--- config.mk ---
export PLATFORM = sky130hd
export DESIGN_NAME = event_vector_aggregator_top
export DESIGN_NICKNAME = d
export VERILOG_FILES = /design/src/hw/rtl/evagg_pkg.sv /design/src/hw/rtl/evagg_cfg.sv /design/src/hw/rtl/evagg_ctrl.sv /design/src/hw/rtl/evagg_outq.sv /design/src/hw/rtl/event_vector_aggregator_top.sv
export VERILOG_INCLUDE_DIRS = /design/src /design/src/hw/rtl
export SDC_FILE = /design/constraint.sdc
export NUM_CORES = 2
export LEC_CHECK = 0
export ABC_AREA = 1
export BUFFER_PORTS_ARGS = -buffer_cell sky130_fd_sc_hd__buf_2
export CORE_MARGIN = 5
export CORE_UTILIZATION = 45
export DETAILED_ROUTE_END_ITERATION = 12
export PLACE_DENSITY_LB_ADDON = 0.3
export SLEW_MARGIN = 20
export SYNTH_ARGS = -nofsm -noshare
export SYNTH_HDL_FRONTEND = slang
export SYNTH_SLANG_ARGS = --single-unit
--- constraint.sdc ---
create_clock -name clk -period 21.4 [get_ports clk]
set_input_delay 1.07 -clock clk [delete_from_list [all_inputs] [get_ports clk]]
set_output_delay 1.07 -clock clk [all_outputs]
set_load 0.02 [all_outputs]
--- src/hw/rtl/event_vector_aggregator_top_macros.svh ---
// assertion macros used by the aggregator top level
`ifndef EVENT_VECTOR_AGGREGATOR_TOP_MACROS_SVH
`define EVENT_VECTOR_AGGREGATOR_TOP_MACROS_SVH

// same-cycle implication, checked outside reset
`define EVA_ASSERT_NOW(lbl, ante, cons, msg) \
	lbl: assert property (@(posedge clk) disable iff (!arst_n) (ante) |-> (cons)) \
		else $error(msg);

// next-cycle implication, checked outside reset
`define EVA_ASSERT_NEXT(lbl, ante, cons, msg) \
	lbl: assert property (@(posedge clk) disable iff (!arst_n) (ante) |=> (cons)) \
		else $error(msg);

`endif

--- src/hw/rtl/evagg_pkg.sv ---
// shared types, codes and constants of the event vector aggregator
package evagg_pkg;

	localparam int MAX_VECTOR = 32;
	localparam int ADDR_W     = $clog2(MAX_VECTOR);
	localparam int CNT_W      = 6;
	localparam int AGE_W      = 32;
	localparam int WORD_W     = 64;

	localparam logic [1:0] REQ_OBJ   = 2'd0;
	localparam logic [1:0] REQ_FLUSH = 2'd1;
	localparam logic [1:0] REQ_TICK  = 2'd2;

	localparam logic [1:0] CAUSE_FULL     = 2'd0;
	localparam logic [1:0] CAUSE_MARK     = 2'd1;
	localparam logic [1:0] CAUSE_TIMEOUT  = 2'd2;
	localparam logic [1:0] CAUSE_FALLBACK = 2'd3;

	localparam logic KIND_VEC    = 1'b0;
	localparam logic KIND_SINGLE = 1'b1;

	localparam int REG_IDX_W = 2;
	localparam logic [REG_IDX_W-1:0] REG_VSIZE    = 2'd0;
	localparam logic [REG_IDX_W-1:0] REG_TIMEOUT  = 2'd1;
	localparam logic [REG_IDX_W-1:0] REG_VMETA    = 2'd2;
	localparam logic [REG_IDX_W-1:0] REG_FALLMETA = 2'd3;

	localparam logic [CNT_W-1:0] VSIZE_RST   = 6'd32;
	localparam logic [AGE_W-1:0] TIMEOUT_RST = 32'd1000;

	typedef struct packed {
		logic [CNT_W-1:0]  vector_size;
		logic [AGE_W-1:0]  timeout_ticks;
		logic [WORD_W-1:0] vector_meta;
		logic [WORD_W-1:0] fallback_meta;
	} cfg_t;

	typedef struct packed {
		logic [1:0]        req_type;
		logic [WORD_W-1:0] object_value;
		logic              start_vector;
		logic              end_vector;
		logic              call_end;
		logic              buffer_free;
	} in_item_t;

	typedef struct packed {
		logic              event_kind;
		logic [WORD_W-1:0] evt_meta;
		logic [WORD_W-1:0] element_value;
		logic [CNT_W-1:0]  element_count;
		logic [1:0]        flush_cause;
		logic              last;
	} out_rec_t;

	typedef struct packed {
		logic [1:0] cnt;
		logic       pop;
	} oq_stat_t;

endpackage

--- src/hw/rtl/evagg_cfg.sv ---
// apb register file for size, timeout and metadata words
module evagg_cfg import evagg_pkg::*; (
	input  logic        clk,
	input  logic        arst_n,
	input  logic        psel,
	input  logic        penable,
	input  logic        pwrite,
	input  logic [4:0]  paddr,
	input  logic [63:0] pwdata,
	output logic [63:0] prdata,
	output logic        pready,
	output cfg_t        cfg
);

	logic [CNT_W-1:0]     vsize_q;
	logic [AGE_W-1:0]     timeout_q;
	logic [WORD_W-1:0]    vmeta_q;
	logic [WORD_W-1:0]    fmeta_q;
	logic [REG_IDX_W-1:0] idx;
	logic                 wr;

	assign pready = 1'b1;
	assign idx    = paddr[4:3];
	assign wr     = psel && penable && pwrite && pready;

	always_ff @(posedge clk or negedge arst_n) begin
		if (!arst_n) begin
			vsize_q   <= VSIZE_RST;
			timeout_q <= TIMEOUT_RST;
			vmeta_q   <= '0;
			fmeta_q   <= '0;
		end else if (wr) begin
			case (idx)
				REG_VSIZE:    vsize_q   <= pwdata[CNT_W-1:0];
				REG_TIMEOUT:  timeout_q <= pwdata[AGE_W-1:0];
				REG_VMETA:    vmeta_q   <= pwdata;
				REG_FALLMETA: fmeta_q   <= pwdata;
				default: ;
			endcase
		end
	end

	always_comb begin
		case (idx)
			REG_VSIZE:    prdata = {{(64-CNT_W){1'b0}}, vsize_q};
			REG_TIMEOUT:  prdata = {{(64-AGE_W){1'b0}}, timeout_q};
			REG_VMETA:    prdata = vmeta_q;
			REG_FALLMETA: prdata = fmeta_q;
			default:      prdata = '0;
		endcase
	end

	assign cfg.vector_size   = vsize_q;
	assign cfg.timeout_ticks = timeout_q;
	assign cfg.vector_meta   = vmeta_q;
	assign cfg.fallback_meta = fmeta_q;

endmodule

--- src/hw/rtl/evagg_ctrl.sv ---
// sequencer with the vector store: fill, age, drain and fallback
module evagg_ctrl import evagg_pkg::*; (
	input  logic     clk,
	input  logic     arst_n,
	input  logic     in_valid,
	output logic     in_ready,
	input  in_item_t in_item,
	input  cfg_t     cfg,
	input  oq_stat_t oq_stat,
	output logic     push_valid,
	output out_rec_t push_rec
);

	localparam logic [2:0] ST_IDLE  = 3'd0;
	localparam logic [2:0] ST_PRE   = 3'd1;
	localparam logic [2:0] ST_ADD   = 3'd2;
	localparam logic [2:0] ST_END   = 3'd3;
	localparam logic [2:0] ST_DRAIN = 3'd4;

	localparam logic [CNT_W-1:0] MAX_CNT = CNT_W'(MAX_VECTOR);
	localparam logic [CNT_W-1:0] ONE_CNT = CNT_W'(1);

	logic [WORD_W-1:0] mem [MAX_VECTOR];

	logic [2:0]        state_q, state_d;
	logic [2:0]        ret_q, ret_d;
	logic [1:0]        cause_q, cause_d;
	logic [CNT_W-1:0]  rd_idx_q, rd_idx_d;
	logic [CNT_W-1:0]  dcnt_q, dcnt_d;
	logic [CNT_W-1:0]  fill_q, fill_d;
	logic              open_q, open_d;
	logic [AGE_W-1:0]  age_q, age_d;
	in_item_t          item_q;

	logic              valid_s1;
	logic              from_mem_s1;
	out_rec_t          rec_s1;
	logic [WORD_W-1:0] rd_data_s1;

	logic              issue, issue_mem;
	out_rec_t          issue_rec;
	logic              wr_en;
	logic [CNT_W-1:0]  eff_size, add_base, fill_new;
	logic              add_room;
	logic [AGE_W-1:0]  age_inc;
	logic              can_issue;
	logic              drain_last;

	assign in_ready = (state_q == ST_IDLE);

	// slot check counts the read in flight toward the output queue
	assign can_issue = ((3'(oq_stat.cnt) + 3'(valid_s1)) < 3'd2) || oq_stat.pop;

	always_comb begin
		if (cfg.vector_size == '0)
			eff_size = ONE_CNT;
		else if (cfg.vector_size > MAX_CNT)
			eff_size = MAX_CNT;
		else
			eff_size = cfg.vector_size;
	end

	assign age_inc    = (age_q == '1) ? age_q : age_q + AGE_W'(1);
	assign add_base   = open_q ? fill_q : '0;
	assign add_room   = add_base < MAX_CNT;
	assign fill_new   = add_room ? add_base + ONE_CNT : add_base;
	assign drain_last = (rd_idx_q + ONE_CNT) == dcnt_q;

	always_comb begin
		state_d   = state_q;
		ret_d     = ret_q;
		cause_d   = cause_q;
		rd_idx_d  = rd_idx_q;
		dcnt_d    = dcnt_q;
		fill_d    = fill_q;
		open_d    = open_q;
		age_d     = age_q;
		issue     = 1'b0;
		issue_mem = 1'b0;
		issue_rec = '0;
		wr_en     = 1'b0;
		case (state_q)
			ST_IDLE: begin
				if (in_valid)
					state_d = ST_PRE;
			end
			ST_PRE: begin
				state_d = ST_IDLE;
				rd_idx_d = '0;
				dcnt_d = fill_q;
				case (item_q.req_type)
					REQ_OBJ: begin
						state_d = ST_ADD;
						if (item_q.start_vector && open_q) begin
							state_d = ST_DRAIN;
							cause_d = CAUSE_MARK;
							ret_d = ST_ADD;
						end
					end
					REQ_FLUSH: begin
						if (open_q) begin
							state_d = ST_DRAIN;
							cause_d = CAUSE_MARK;
							ret_d = ST_IDLE;
						end
					end
					REQ_TICK: begin
						if (open_q) begin
							age_d = age_inc;
							if (age_inc >= cfg.timeout_ticks) begin
								state_d = ST_DRAIN;
								cause_d = CAUSE_TIMEOUT;
								ret_d = ST_IDLE;
							end
						end
					end
					default: ;
				endcase
			end
			ST_ADD: begin
				if (open_q || item_q.buffer_free) begin
					open_d = 1'b1;
					wr_en = add_room;
					fill_d = fill_new;
					state_d = ST_END;
					if (fill_new >= eff_size) begin
						state_d = ST_DRAIN;
						rd_idx_d = '0;
						dcnt_d = fill_new;
						cause_d = CAUSE_FULL;
						ret_d = ST_END;
					end
				end else if (can_issue) begin
					issue = 1'b1;
					issue_rec.event_kind    = KIND_SINGLE;
					issue_rec.evt_meta      = cfg.fallback_meta;
					issue_rec.element_value = item_q.object_value;
					issue_rec.element_count = ONE_CNT;
					issue_rec.flush_cause   = CAUSE_FALLBACK;
					issue_rec.last          = 1'b1;
					state_d = ST_END;
				end
			end
			ST_END: begin
				state_d = ST_IDLE;
				if (item_q.call_end) begin
					if (item_q.end_vector && open_q) begin
						state_d = ST_DRAIN;
						rd_idx_d = '0;
						dcnt_d = fill_q;
						cause_d = CAUSE_MARK;
						ret_d = ST_IDLE;
					end else if (open_q) begin
						age_d = '0;
					end
				end
			end
			ST_DRAIN: begin
				if (can_issue) begin
					issue = 1'b1;
					issue_mem = 1'b1;
					issue_rec.event_kind    = KIND_VEC;
					issue_rec.evt_meta      = cfg.vector_meta;
					issue_rec.element_count = dcnt_q;
					issue_rec.flush_cause   = cause_q;
					issue_rec.last          = drain_last;
					rd_idx_d = rd_idx_q + ONE_CNT;
					if (drain_last) begin
						open_d = 1'b0;
						fill_d = '0;
						age_d = '0;
						state_d = ret_q;
					end
				end
			end
			default: state_d = ST_IDLE;
		endcase
	end

	always_ff @(posedge clk or negedge arst_n) begin
		if (!arst_n) begin
			state_q  <= ST_IDLE;
			ret_q    <= ST_IDLE;
			cause_q  <= CAUSE_FULL;
			rd_idx_q <= '0;
			dcnt_q   <= '0;
			fill_q   <= '0;
			open_q   <= 1'b0;
			age_q    <= '0;
			valid_s1 <= 1'b0;
		end else begin
			state_q  <= state_d;
			ret_q    <= ret_d;
			cause_q  <= cause_d;
			rd_idx_q <= rd_idx_d;
			dcnt_q   <= dcnt_d;
			fill_q   <= fill_d;
			open_q   <= open_d;
			age_q    <= age_d;
			valid_s1 <= issue;
		end
	end

	always_ff @(posedge clk) begin
		if (in_valid && in_ready)
			item_q <= in_item;
		if (issue) begin
			rec_s1      <= issue_rec;
			from_mem_s1 <= issue_mem;
		end
	end

	// vector store: one write port, one registered read port
	always_ff @(posedge clk) begin
		if (wr_en)
			mem[add_base[ADDR_W-1:0]] <= item_q.object_value;
		if (issue_mem)
			rd_data_s1 <= mem[rd_idx_q[ADDR_W-1:0]];
	end

	always_comb begin
		push_rec = rec_s1;
		if (from_mem_s1)
			push_rec.element_value = rd_data_s1;
	end

	assign push_valid = valid_s1;

endmodule

--- src/hw/rtl/evagg_outq.sv ---
// two-entry result queue in front of the master stream port
module evagg_outq import evagg_pkg::*; (
	input  logic     clk,
	input  logic     arst_n,
	input  logic     push_valid,
	input  out_rec_t push_rec,
	output oq_stat_t oq_stat,
	output logic     out_valid,
	input  logic     out_ready,
	output out_rec_t out_rec
);

	out_rec_t   ent_q [2];
	logic       wr_ptr_q, rd_ptr_q;
	logic [1:0] cnt_q;
	logic       pop;

	assign out_valid = (cnt_q != 2'd0);
	assign pop       = out_valid && out_ready;
	assign out_rec   = ent_q[rd_ptr_q];

	assign oq_stat.cnt = cnt_q;
	assign oq_stat.pop = pop;

	always_ff @(posedge clk or negedge arst_n) begin
		if (!arst_n) begin
			wr_ptr_q <= 1'b0;
			rd_ptr_q <= 1'b0;
			cnt_q    <= 2'd0;
		end else begin
			if (push_valid)
				wr_ptr_q <= ~wr_ptr_q;
			if (pop)
				rd_ptr_q <= ~rd_ptr_q;
			cnt_q <= cnt_q + 2'(push_valid) - 2'(pop);
		end
	end

	always_ff @(posedge clk) begin
		if (push_valid)
			ent_q[wr_ptr_q] <= push_rec;
	end

endmodule

--- src/hw/rtl/event_vector_aggregator_top.sv ---
// top level of the event vector aggregator
//
//  port group  dir  beat contents
//  s_*         in   tuser req_type, tlast call_end, tdata object/marks/buffer_free
//  m_*         out  tuser event_kind, tlast last, tdata meta/value/count/cause
//  apb         in   vector_size, timeout_ticks, vector_meta, fallback_meta
//
// an object passes accept, decide, add and close; flush and tick pass only accept and decide
// each drained vector element is read from the store through a registered read port
// drains run at one beat a cycle through a two-entry result queue; m_tready low stalls them
// a new beat is taken once the sequencer is idle, even with results still queued
// reset clears all control state; the vector store needs no clearing pass
module event_vector_aggregator_top import evagg_pkg::*; (
	input  logic         clk,
	input  logic         arst_n,
	input  logic         s_tvalid,
	output logic         s_tready,
	input  logic [71:0]  s_tdata,   // object_value, start_vector, end_vector, buffer_free, pad
	input  logic [1:0]   s_tuser,   // req_type
	input  logic         s_tlast,   // call_end
	output logic         m_tvalid,
	input  logic         m_tready,
	output logic [135:0] m_tdata,   // event meta, element_value, element_count, flush_cause
	output logic         m_tuser,   // event_kind
	output logic         m_tlast,   // last
	input  logic         psel,
	input  logic         penable,
	input  logic         pwrite,
	input  logic [4:0]   paddr,
	input  logic [63:0]  pwdata,
	output logic [63:0]  prdata,
	output logic         pready
);

	cfg_t     cfg;
	in_item_t in_item;
	oq_stat_t oq_stat;
	logic     push_valid;
	out_rec_t push_rec;
	out_rec_t out_rec;

	assign in_item.req_type     = s_tuser;
	assign in_item.object_value = s_tdata[63:0];
	assign in_item.start_vector = s_tdata[64];
	assign in_item.end_vector   = s_tdata[65];
	assign in_item.buffer_free  = s_tdata[66];
	assign in_item.call_end     = s_tlast;

	evagg_cfg u_cfg (
		.clk     (clk),
		.arst_n  (arst_n),
		.psel    (psel),
		.penable (penable),
		.pwrite  (pwrite),
		.paddr   (paddr),
		.pwdata  (pwdata),
		.prdata  (prdata),
		.pready  (pready),
		.cfg     (cfg)
	);

	evagg_ctrl u_ctrl (
		.clk        (clk),
		.arst_n     (arst_n),
		.in_valid   (s_tvalid),
		.in_ready   (s_tready),
		.in_item    (in_item),
		.cfg        (cfg),
		.oq_stat    (oq_stat),
		.push_valid (push_valid),
		.push_rec   (push_rec)
	);

	evagg_outq u_outq (
		.clk        (clk),
		.arst_n     (arst_n),
		.push_valid (push_valid),
		.push_rec   (push_rec),
		.oq_stat    (oq_stat),
		.out_valid  (m_tvalid),
		.out_ready  (m_tready),
		.out_rec    (out_rec)
	);

	assign m_tdata = {out_rec.flush_cause, out_rec.element_count,
		out_rec.element_value, out_rec.evt_meta};
	assign m_tuser = out_rec.event_kind;
	assign m_tlast = out_rec.last;

`include "event_vector_aggregator_top_macros.svh"

	`EVA_ASSERT_NEXT(a_busy_after_accept, s_tvalid && s_tready, !s_tready, "ready after accept")
	`EVA_ASSERT_NOW(a_queue_bound, 1'b1, oq_stat.cnt != 2'd3, "result queue overflow")
	`EVA_ASSERT_NOW(a_push_room, push_valid && (oq_stat.cnt == 2'd2), oq_stat.pop, "push into full queue")

endmodule

==> metrics.txt <==
# TYPE chip_impl_metric gauge
chip_impl_metric{name="finalCritPeriodShare",unit=""} 0.248
chip_impl_metric{name="period_minus_slack",unit="ns"} 5.30
chip_impl_metric{name="synth.ff_latch_count",unit=""} 2826
chip_impl_metric{name="synthMuxAreaShare",unit=""} 0.00685
chip_impl_metric{name="cellLeakagePower",unit="uW"} 0.0435
chip_impl_metric{name="yosysSeqAreaShare",unit=""} 0.749
chip_impl_metric{name="number_of_buffers_created_by_cts",unit=""} 298
chip_impl_metric{name="setup_total_negative_slack",unit="ns"} 0
chip_impl_metric{name="critPathMaxStageDelay",unit="ns"} 0.95
chip_impl_metric{name="synth_adder_area_share",unit=""} 0.00560
chip_impl_metric{name="detail_route.vias_per_cell",unit=""} 5.85
chip_impl_info{name="crit_slowest_cell",value="sky130_fd_sc_hd__buf_4"} 1
chip_impl_metric{name="fillCellCount",unit=""} 20700
chip_impl_metric{name="critical_path_arrival",unit="ns"} 6.08
chip_impl_metric{name="portion_of_total_power_attributed_to_the_clock_network",unit=""} 0.311
chip_impl_metric{name="floorplan.die.height",unit="um"} 508
chip_impl_metric{name="p_seq_frac",unit=""} 0.453
chip_impl_metric{name="max_slew_vio_count",unit=""} 0
chip_impl_metric{name="num-nets-final",unit=""} 9179
chip_impl_info{name="cts_tree",value="yes"} 1
chip_impl_info{name="worstSetupEndpointType",value="register"} 1
chip_impl_metric{name="grt_usage",unit=""} 0.243
chip_impl_metric{name="vias",unit=""} 73300
chip_impl_metric{name="cts.htree.levels",unit=""} 5
chip_impl_metric{name="cap_violations",unit=""} 0
chip_impl_metric{name="power-per-cell-area",unit="nW/um2"} 125
chip_impl_metric{name="initial_core_utilization",unit=""} 0.451
chip_impl_metric{name="synthXorXnorAreaFrac",unit=""} 0.00282
chip_impl_metric{name="row_count",unit=""} 183
chip_impl_metric{name="pin_count",unit=""} 356
chip_impl_metric{name="via_count_of_the_first_global_routing_pass",unit=""} 69600
chip_impl_metric{name="antenna_found_initial",unit=""} 22
chip_impl_metric{name="routed_wirelength_normalized_by_instance_count",unit="um"} 25.9
chip_impl_metric{name="worst-path-max-fanout",unit=""} 200
chip_impl_info{name="hold_class",value="in2async"} 1
chip_impl_metric{name="synthesis.yosys.warnings",unit=""} 0
chip_impl_metric{name="post-dp-hpwl",unit="um"} 167000
chip_impl_metric{name="number_of_synthesized_flops_with_an_enable_pin",unit=""} 2597
chip_impl_metric{name="switching_share",unit=""} 0.329
chip_impl_metric{name="netlist_area",unit="um2"} 112000
chip_impl_metric{name="post-route-util",unit=""} 0.508
chip_impl_metric{name="async_flop_share",unit=""} 0.0810
chip_impl_metric{name="clock_skew",unit="ns"} 0.0611
chip_impl_metric{name="gp_routability_congestion",unit=""} 0.847
chip_impl_metric{name="final_layout_size_suffix_gt1_frac",unit=""} 0.111
chip_impl_metric{name="tightestPinTransition",unit="ns"} 1.30
chip_impl_metric{name="postCtsSetupRepairBufs",unit=""} 0
chip_impl_metric{name="detail_route.wirelength",unit="um"} 324000
chip_impl_metric{name="grt_remaining_overflow",unit=""} 0
chip_impl_metric{name="cts.reportedPaths.clkPinSlew",unit="ns"} 0.06
chip_impl_metric{name="final-setup-viol-count",unit=""} 0
chip_impl_info{name="timing.critical_path.from_type",value="register"} 1
chip_impl_metric{name="timing.slew.headroom",unit=""} 0.132
chip_impl_metric{name="max_freq",unit="GHz"} 0.189
chip_impl_metric{name="clock_latency_reported_for_the_late_side_of_the_worst_skew_pair",unit="ns"} 0.95
chip_impl_metric{name="post-route-drc-count",unit=""} 0
chip_impl_info{name="rsz0062_at_grt",value="false"} 1
chip_impl_info{name="crit_chain",value="inv_16, buf_4, buf_4, buf_4, o21ai_0, o22ai_1, o21ai_1, o22ai_1, nand2_1, nand2_1"} 1
chip_impl_metric{name="detailedRoute.firstIterationViolations",unit=""} 9221
chip_impl_metric{name="clock_tree.buffer_depth",unit=""} 4
chip_impl_metric{name="synth.avg_cell_area",unit="um2"} 12.8
chip_impl_info{name="most_common_cell_after_layout_fill_and_taps_aside",value="sky130_fd_sc_hd__edfxtp_1"} 1
chip_impl_metric{name="finalHoldViolCount",unit=""} 0
chip_impl_info{name="timing_worst_setup_path_type",value="reg2reg"} 1
chip_impl_metric{name="internal_power",unit="uW"} 10500
chip_impl_info{name="ys.flop_type",value="sky130_fd_sc_hd__edfxtp_1"} 1
chip_impl_metric{name="core",unit="um2"} 248000
chip_impl_info{name="ctsRootBufferMaster",value="sky130_fd_sc_hd__clkbuf_16"} 1
chip_impl_metric{name="synth_nets",unit=""} 8958
chip_impl_metric{name="power.switching",unit="uW"} 5150
chip_impl_metric{name="cts_repair_resize_count",unit=""} 0
chip_impl_metric{name="worst_ep_required_time",unit="ns"} 22.18
chip_impl_info{name="layout_common_cells",value="2597 x sky130_fd_sc_hd__edfxtp_1, 1336 x sky130_fd_sc_hd__nor2_1, 1306 x sky130_fd_sc_hd__o21ai_0, 1164 x sky130_fd_sc_hd__nand2_1, 626 x sky130_fd_sc_hd__o22ai_1"} 1
chip_impl_metric{name="synth-simple-area-share",unit=""} 0.0930
chip_impl_metric{name="dieWidth",unit="um"} 508
chip_impl_metric{name="detail_route.first_pass.iterations",unit=""} 5
chip_impl_metric{name="global_route_wire_length_before_repair",unit="um"} 467000
chip_impl_metric{name="cts_hold_repair.buffers",unit=""} 0
chip_impl_metric{name="postSynthCellCount",unit=""} 8757
chip_impl_metric{name="p_comb_frac",unit=""} 0.236
chip_impl_metric{name="vdd_drop_max",unit="V"} 0.000174
chip_impl_info{name="synth_top_family_by_area",value="compound AO/OA/AOI/OAI gates"} 1
chip_impl_metric{name="place.port_buffers",unit=""} 346
chip_impl_metric{name="numClockSinks",unit=""} 2826
chip_impl_info{name="run_status",value="completed"} 1
chip_impl_metric{name="grt_start_max_net_pins",unit=""} 219
chip_impl_metric{name="area_fraction_in_compound_gates_after_synthesis",unit=""} 0.110
chip_impl_metric{name="die_area",unit="um2"} 258000
chip_impl_metric{name="route.antenna.remaining_nets",unit=""} 0
chip_impl_metric{name="area_growth",unit="%"} 12.6
chip_impl_info{name="crit_top_cell",value="sky130_fd_sc_hd__buf_4"} 1
chip_impl_metric{name="ys_types",unit=""} 52
-- sequential cells by signal, summed over array words and instances (netlist names), 32 cells and up --
register and cells:
u_ctrl.push_rec 74, u_cfg.vmeta_q 64, u_ctrl.rd_data_s1 64, u_ctrl.rec_s1 64, u_cfg.fmeta_q 64, u_ctrl.mem 2048, u_outq.ent_q 276, u_ctrl.item_q 70
u_cfg.timeout_q 32, u_ctrl.age_q 32
-- per-layer routing --
layer	track usage	vias to the layer above	wire length, um
met5	0	-	56
met4	0.0799	10	10700
met3	0.0518	623	35200
met2	0.386	3819	151000
met1	0.337	36600	128000
li1	-	32200	-
-- worst max-delay path, delay by kind of cell (launching register included) --
kind / cells / cell delay, ns
AO/OA/AOI/OAI: 4 / 0.79
buffers and inverters: 4 / 3.19
flip-flops: 1 / 0.75
AND/OR/NAND/NOR: 2 / 0.24
-- synth_stat cells (32+ instances only) --
library cell               count  area (um2)
sky130_fd_sc_hd__o21ai_1     100         500
sky130_fd_sc_hd__o221ai_1     89         780
sky130_fd_sc_hd__inv_1       310        1160
sky130_fd_sc_hd__nand3_1      83         415
sky130_fd_sc_hd__ha_1         50         626
sky130_fd_sc_hd__dfrtp_1     222        5560
sky130_fd_sc_hd__nand2_1    1166        4380
sky130_fd_sc_hd__a21oi_1      32         160
sky130_fd_sc_hd__buf_2       138         691
sky130_fd_sc_hd__clkbuf_1    369        1390
sky130_fd_sc_hd__o21ai_0    1306        6540
sky130_fd_sc_hd__mux2_2       68         766
sky130_fd_sc_hd__nor2_1     1374        5160
sky130_fd_sc_hd__edfxtp_1   2597       78000
sky130_fd_sc_hd__o22ai_1     626        3920
-- worst paths after layout --
check                                     start                    end  slack (ns)  cells after the start
max                          u_ctrl.rd_idx_q[0]  u_ctrl.rd_data_s1[19]       16.10                     10
min                                      arst_n      u_cfg.vmeta_q[29]        0.12                      1
max reg2reg                  u_ctrl.rd_idx_q[0]  u_ctrl.rd_data_s1[19]       16.10                     10
min reg2reg                u_ctrl.push_rec[137]   u_outq.ent_q[1][137]        0.42                      0
max in group asynchronous                arst_n     u_ctrl.rd_idx_q[1]       19.02                      4
min in group clk                    s_tdata[30]      u_ctrl.item_q[34]        0.30                      1
-- power groups by stage --
stage               Combinational (uW)  Sequential (uW)  Clock [uW]
floorplan                         2550             7010           0
global placement                  3560             7180           0
detailed placement                3640             7210           0
CTS                               3650             7100        4940
global route                      4060             7150        5170
finish                            3690             7100        4880
-- logic make-up (layout without fill, tap and decap cells) --
family / Yosys count / after routing
multiplexers: 68 / 68
other: 1 / 15
buffers and inverters: 886 / 1315
flip-flops: 2826 / 2826
AND/OR/NAND/NOR: 2686 / 2686
AO/OA/AOI/OAI: 2204 / 2204
XOR/XNOR: 36 / 36
adder cells (fa/ha/maj): 50 / 50
-- per-stage QoR --
step	instance area (um2)	instances	hold slack (ns)	setup slack, ns	total power (uW)
6_report	126000	12500	0.124	16.10	15700
5_1_grt	126000	12500	0.168	15.76	16400
4_1_cts	126000	12500	0.130	16.13	15700
3_5_place_dp	117000	12000	0.431	16.19	10900
3_3_place_gp	117000	12000	0.422	16.23	10700
2_1_floorplan	112000	8757	0.421	14.56	9570
-- layout make-up --
type | count | area, um2 | share of cell area
antenna | 14 | 35.0 | 0.000278
clock buffer | 384 | 7890 | 0.0627
clock inverter | 124 | 1110 | 0.00886
inverter | 326 | 1280 | 0.0102
multi-input combinational | 5045 | 24700 | 0.196
sequential | 2826 | 83700 | 0.665
tap | 3330 | 4170 | 0.0331
timing repair buffer | 481 | 2920 | 0.0232
Power figures use the tool's default switching activity.
